===== src/rtl/core/q97dc_pkg.sv =====
// Shared types and constants for the Q9.7 to decimal converter.
// Used by q97dc_cell and q9_7_to_decimal_converter; depends on nothing.

package q97dc_pkg;

  localparam int unsigned ValueWidth = 16;
  localparam int unsigned DecWidth   = 2;
  localparam int unsigned ShiftWidth = 3;

  // Binary fraction bits of Q9.7 and the largest supported decimal count.
  localparam logic [ShiftWidth-1:0] QFracBits   = 3'd7;
  localparam logic [2:0]            MaxDecimals = 3'd2;

  // One cell per round: seven shifts plus one round for trailing multiplies.
  localparam int unsigned NumCells = 8;

  // Multiply by five only while the magnitude stays strictly below this.
  localparam logic signed [ValueWidth-1:0] MulLimit = 16'sd6553;

  localparam logic signed [ValueWidth-1:0] SatHigh = 16'sh7FFF;
  localparam logic signed [ValueWidth-1:0] SatLow  = 16'sh8000;

  typedef struct packed {
    logic signed [ValueWidth-1:0] value;
    logic [DecWidth-1:0]          dec;     // multiplies by five still owed
    logic [ShiftWidth-1:0]        shifts;  // right shifts still owed
  } stage_t;

endpackage


===== src/rtl/core/q9_7_to_decimal_converter.sv =====
// Top level of the Q9.7 to decimal converter: input decode and a chain of
// eight q97dc_cell rounds. Uses q97dc_pkg and q97dc_cell.

// Converts a signed Q9.7 temperature to an integer scaled by ten to the
// requested number of decimal places (0 to 2), as value * 5^d / 2^(7-d) with
// multiplies by five interleaved before arithmetic right shifts. Inputs 32767
// and -32768 pass through unchanged; more than two decimals returns 32767.
// One transaction is accepted per cycle while the first cell is ready. The
// first cell registers a transaction at its accepting edge and each further
// cell registers it in turn through all eight cells. The last cell's
// register holds the result, and back-pressure ripples through the chain
// so empty cells keep filling while the output is stalled.

module q9_7_to_decimal_converter (
  input  logic               clk_i,
  input  logic               rst_ni,
  input  logic               in_valid_i,
  output logic               in_ready_o,
  input  logic signed [15:0] fixed_value_i,
  input  logic [2:0]         decimal_places_i,
  output logic               out_valid_o,
  input  logic               out_ready_i,
  output logic signed [15:0] decimal_value_o
);

  localparam int unsigned NumCells = q97dc_pkg::NumCells;

  q97dc_pkg::stage_t chain_data  [NumCells+1];
  logic              chain_valid [NumCells+1];
  logic              chain_ready [NumCells+1];

  // Saturation marks and unsupported decimal counts skip all work.
  always_comb begin
    chain_data[0].value  = fixed_value_i;
    chain_data[0].dec    = '0;
    chain_data[0].shifts = '0;
    if (decimal_places_i > q97dc_pkg::MaxDecimals) begin
      chain_data[0].value = q97dc_pkg::SatHigh;
    end else if (fixed_value_i != q97dc_pkg::SatHigh && fixed_value_i != q97dc_pkg::SatLow) begin
      chain_data[0].dec    = decimal_places_i[q97dc_pkg::DecWidth-1:0];
      chain_data[0].shifts = q97dc_pkg::QFracBits - decimal_places_i;
    end
  end

  assign chain_valid[0] = in_valid_i;
  assign in_ready_o     = chain_ready[0];

  for (genvar k = 0; k < NumCells; k++) begin : g_cell
    q97dc_cell u_cell (
      .clk_i   (clk_i),
      .rst_ni  (rst_ni),
      .valid_i (chain_valid[k]),
      .ready_o (chain_ready[k]),
      .data_i  (chain_data[k]),
      .valid_o (chain_valid[k+1]),
      .ready_i (chain_ready[k+1]),
      .data_o  (chain_data[k+1])
    );
  end

  assign chain_ready[NumCells] = out_ready_i;
  assign out_valid_o           = chain_valid[NumCells];
  assign decimal_value_o       = chain_data[NumCells].value;

endmodule


===== src/rtl/core/q97dc_cell.sv =====
// One round of the scaling chain: up to two multiplies by five, then at most one
// arithmetic right shift, with an elastic valid/ready register. Uses q97dc_pkg.

module q97dc_cell (
  input  logic              clk_i,
  input  logic              rst_ni,
  input  logic              valid_i,
  output logic              ready_o,
  input  q97dc_pkg::stage_t data_i,
  output logic              valid_o,
  input  logic              ready_i,
  output q97dc_pkg::stage_t data_o
);

  logic              valid_q;
  q97dc_pkg::stage_t data_q;
  q97dc_pkg::stage_t mul1;
  q97dc_pkg::stage_t mul2;
  q97dc_pkg::stage_t data_d;

  function automatic q97dc_pkg::stage_t mul_step(input q97dc_pkg::stage_t s);
    q97dc_pkg::stage_t r;
    r = s;
    if (s.dec != '0 && s.value < q97dc_pkg::MulLimit && s.value > -q97dc_pkg::MulLimit) begin
      r.value = (s.value <<< 2) + s.value;
      r.dec   = s.dec - 2'd1;
    end
    return r;
  endfunction

  always_comb begin
    mul1   = mul_step(data_i);
    mul2   = mul_step(mul1);
    data_d = mul2;
    if (mul2.shifts != '0) begin
      data_d.value  = mul2.value >>> 1;
      data_d.shifts = mul2.shifts - 3'd1;
    end
  end

  // Take a new transaction when empty or when the current one moves on.
  assign ready_o = !valid_q || ready_i;

  always_ff @(posedge clk_i or negedge rst_ni) begin
    if (!rst_ni) begin
      valid_q <= 1'b0;
    end else if (ready_o) begin
      valid_q <= valid_i;
    end
  end

  always_ff @(posedge clk_i) begin
    if (ready_o && valid_i) begin
      data_q <= data_d;
    end
  end

  assign valid_o = valid_q;
  assign data_o  = data_q;

endmodule

===== config.mk =====
export PLATFORM = sky130hd
export DESIGN_NAME = q9_7_to_decimal_converter
export DESIGN_NICKNAME = d
export VERILOG_FILES = /design/src/rtl/core/q97dc_pkg.sv /design/src/rtl/core/q9_7_to_decimal_converter.sv /design/src/rtl/core/q97dc_cell.sv
export SDC_FILE = /design/constraint.sdc
export NUM_CORES = 1
export LEC_CHECK = 0
export ABC_AREA = 1
export BUFFER_PORTS_ARGS = -buffer_cell sky130_fd_sc_hd__buf_2
export CORE_ASPECT_RATIO = 0.5
export CORE_MARGIN = 10
export CORE_UTILIZATION = 34
export CTS_BUF_LIST = sky130_fd_sc_hd__clkbuf_4 sky130_fd_sc_hd__clkbuf_8
export CTS_CLUSTER_SIZE = 8
export DETAILED_ROUTE_END_ITERATION = 8
export PLACE_DENSITY = 0.53
export SLEW_MARGIN = 0
export SYNTH_ARGS = -nofsm -noshare
export SYNTH_HDL_FRONTEND = slang
export SYNTH_HIERARCHICAL = 1
export SYNTH_SLANG_ARGS = --single-unit

===== constraint.sdc =====
create_clock -name clk_i -period 5 [get_ports clk_i]
set_input_delay 0.25 -clock clk_i [delete_from_list [all_inputs] [get_ports clk_i]]
set_output_delay 0.25 -clock clk_i [all_outputs]
set_load 0.01 [all_outputs]

==> run_summary.xml <==
<?xml version="1.0" encoding="UTF-8"?>
<metrics>
  <group name="die">
    <metric name="floorplan.core_area" unit="um2">79800</metric>
    <metric name="initial_core_util" unit="">0.345</metric>
    <metric name="num_io_pins" unit="">41</metric>
    <metric name="die_y" unit="um">221</metric>
    <metric name="die-width" unit="um">422</metric>
    <metric name="die_area" unit="um2">93500</metric>
    <metric name="row_count" unit="">73</metric>
  </group>
  <group name="cts">
    <metric name="root_buffer_cell" unit="">sky130_fd_sc_hd__clkbuf_8</metric>
    <metric name="clkSinkCount" unit="">171</metric>
    <metric name="cts_htree_levels" unit="">4</metric>
    <metric name="cts.clk_slew.worst_paths" unit="ns">0.11</metric>
    <metric name="tritoncts" unit="">done</metric>
    <metric name="cts_buffers" unit="">17</metric>
    <metric name="ctsLongestPathBuffers" unit="">2</metric>
    <metric name="cts_post_setup_buffers_inserted" unit="">0</metric>
    <metric name="worstSkewPairLatency" unit="ns">0.56</metric>
  </group>
  <group name="cells_and_area">
    <metric name="p_r_area_growth_vs_syn" unit="%">5.86</metric>
    <metric name="final_net_count" unit="">4939</metric>
    <metric name="antennaDiodeCount" unit="">0</metric>
    <metric name="post_route_cells_drive_above_1_share" unit="">0.0747</metric>
    <metric name="fill_cells" unit="">8877</metric>
  </group>
  <group name="setup_path">
    <metric name="cpMostUsedCell" unit="">sky130_fd_sc_hd__nand2_1</metric>
    <metric name="worstSetupEndpointType" unit="">flop</metric>
    <metric name="critical_path_maximum_fanout" unit="">22</metric>
    <metric name="critical_path_class" unit="">flop to flop</metric>
    <metric name="slowest_stage" unit="">sky130_fd_sc_hd__edfxtp_1</metric>
    <metric name="cp-start-kind" unit="">flop</metric>
    <metric name="signal_arrival_time_at_the_worst_endpoint" unit="ns">4.63</metric>
    <metric name="max_stage_delay" unit="ns">0.51</metric>
    <metric name="worstPathRequired" unit="ns">5.31</metric>
  </group>
  <group name="sta">
    <metric name="layout_worst_path_cycle_share" unit="">0.865</metric>
    <metric name="finalSetupViolations" unit="">0</metric>
    <metric name="rsz0062_at_grt" unit="">no</metric>
    <metric name="final_period_minus_worst_setup_slack" unit="ns">4.33</metric>
    <metric name="finalMaxSlewViolations" unit="">0</metric>
    <metric name="worst_clock_skew" unit="ns">0.0239</metric>
    <metric name="worst-slew-pin-transition" unit="ns">1.22</metric>
    <metric name="postLayoutSetupSlackWorst" unit="ns">0.674</metric>
    <metric name="finalSetupTns" unit="ns">0</metric>
    <metric name="fmax" unit="MHz">231</metric>
    <metric name="timing_hold_violations_final" unit="">0</metric>
    <metric name="slew-limit-headroom" unit="">0.183</metric>
  </group>
  <group name="placement">
    <metric name="place.gp.congestion" unit="">0.881</metric>
    <metric name="pre_cts_setup_slack" unit="ns">0.567</metric>
    <metric name="hpwlAfterDp" unit="um">62500</metric>
    <metric name="numPortBuffers" unit="">40</metric>
  </group>
  <group name="drt">
    <metric name="first_pass_iters" unit="">5</metric>
    <metric name="finalWirelength" unit="um">75600</metric>
    <metric name="iteration_0_drc_count_of_the_detailed_router" unit="">1660</metric>
    <metric name="antenna_violating_nets_post_route" unit="">0</metric>
    <metric name="routedWlPerCell" unit="um">13.0</metric>
    <metric name="vias_per_cell" unit="">4.80</metric>
    <metric name="detailroute.via_count" unit="">27800</metric>
    <metric name="drc" unit="">0</metric>
  </group>
  <group name="run_status">
    <metric name="status" unit="">completed</metric>
  </group>
  <group name="grt">
    <metric name="overflow_after_grt" unit="">0</metric>
    <metric name="grt_antenna_before_repair" unit="">2</metric>
    <metric name="grt_first_pass_wirelength" unit="um">128000</metric>
    <metric name="global_route.usage.total" unit="">0.159</metric>
    <metric name="vias_in_the_first_global_route" unit="">26000</metric>
    <metric name="maximum_number_of_pins_on_one_net_before_global_route_repair" unit="">32</metric>
  </group>
  <group name="yosys">
    <metric name="synth_area" unit="um2">27500</metric>
    <metric name="syn-mean-instance-area" unit="um2">5.87</metric>
    <metric name="synthCells" unit="">4687</metric>
    <metric name="ys_warn_count" unit="">6</metric>
    <metric name="synth_fp_nets" unit="">4925</metric>
  </group>
  <group name="flow_run">
    <metric name="cap_viol_max_count" unit="">0</metric>
  </group>
  <group name="hold_path">
    <metric name="hp-class" unit="">primary input to flop</metric>
  </group>
</metrics>
final timing paths:
| check | from | cells after the start | slack (ns) | end |
|---|---|---|---|---|
| worst max-delay path | g_cell[5].u_cell/data_o[6] | 27 | 0.67 | g_cell[6].u_cell/data_o[18] |
| worst min-delay path | decimal_places_i[1] | 4 | 0.18 | g_cell[0].u_cell/data_o[1] |
| worst max register to register | g_cell[5].u_cell/data_o[6] | 27 | 0.67 | g_cell[6].u_cell/data_o[18] |
| worst min register to register | g_cell[5].u_cell/valid_o | 2 | 0.54 | g_cell[6].u_cell/valid_o |
| max in group asynchronous | rst_ni | 2 | 4.59 | g_cell[5].u_cell/valid_o |
| min in group asynchronous | rst_ni | 2 | 0.20 | g_cell[1].u_cell/valid_o |
cell type report:
type                    instances  area (um2)  area share
clock buffers                  18         248     0.00850
clock inverters                14         141     0.00485
inverters                     694        2610      0.0895
multi-input cells            3754       19300       0.663
flip-flops and latches        171        5090       0.175
well taps                    1087        1360      0.0467
repair buffers                 63         380      0.0130
sequential cells by signal (all words and copies together), names as in the netlist:
name	flops
g_cell.u_cell/data_o	163
g_cell.u_cell/valid_o	8
critical path, delay by kind of cell, from the launching register on:
family                   cells  cell delay (ns)
AO/OA/AOI/OAI                4             0.84
adder cells (fa/ha/maj)      2             0.56
buffers and inverters        2             0.18
flip-flops                   1             0.51
AND/OR/NAND/NOR             19             2.01
per-layer routing:
layer | track usage | part of all wire | vias up
met2 | 0.281 | 0.48 | 432
li1 | - | - | 14800
met4 | 0.0305 | 0.013 | 0
met1 | 0.206 | 0.48 | 12500
met5 | 0 | 0 | -
met3 | 0.0191 | 0.031 | 57
layout by cell type, fill, tap and decap left out, types with 77 or more instances in the layout:
cell                       instances
sky130_fd_sc_hd__xor2_1           80
sky130_fd_sc_hd__nand2_1        1899
sky130_fd_sc_hd__nand3_1         482
sky130_fd_sc_hd__ha_1            199
sky130_fd_sc_hd__o21ai_0         100
sky130_fd_sc_hd__nor2_1          382
sky130_fd_sc_hd__nand2_2          77
sky130_fd_sc_hd__inv_1           630
sky130_fd_sc_hd__edfxtp_1        163
sky130_fd_sc_hd__a21oi_1         122
through the flow:
stage / util / area [um2] / instances / hold slack, ns
after global routing: 0.365 / 29100 / 5801 / 0.140
final: 0.365 / 29100 / 5801 / 0.185
after detailed placement: 0.360 / 28700 / 5766 / 0.127
after global placement: 0.360 / 28700 / 5766 / 0.127
after CTS: 0.365 / 29100 / 5801 / 0.137
after floorplan: - / 27500 / 4687 / -0.0456
repair_timing:
item / in CTS / in global routing
setup endpoints to repair: 0 / 0
hold buffers: 3 / 0
hold endpoints to repair: 10 / 0
resized for setup: 0 / 0
Power is left out: the tool's default activity adds up to more than one toggle a clock period on the data nets, which glitch-free logic cannot reach.
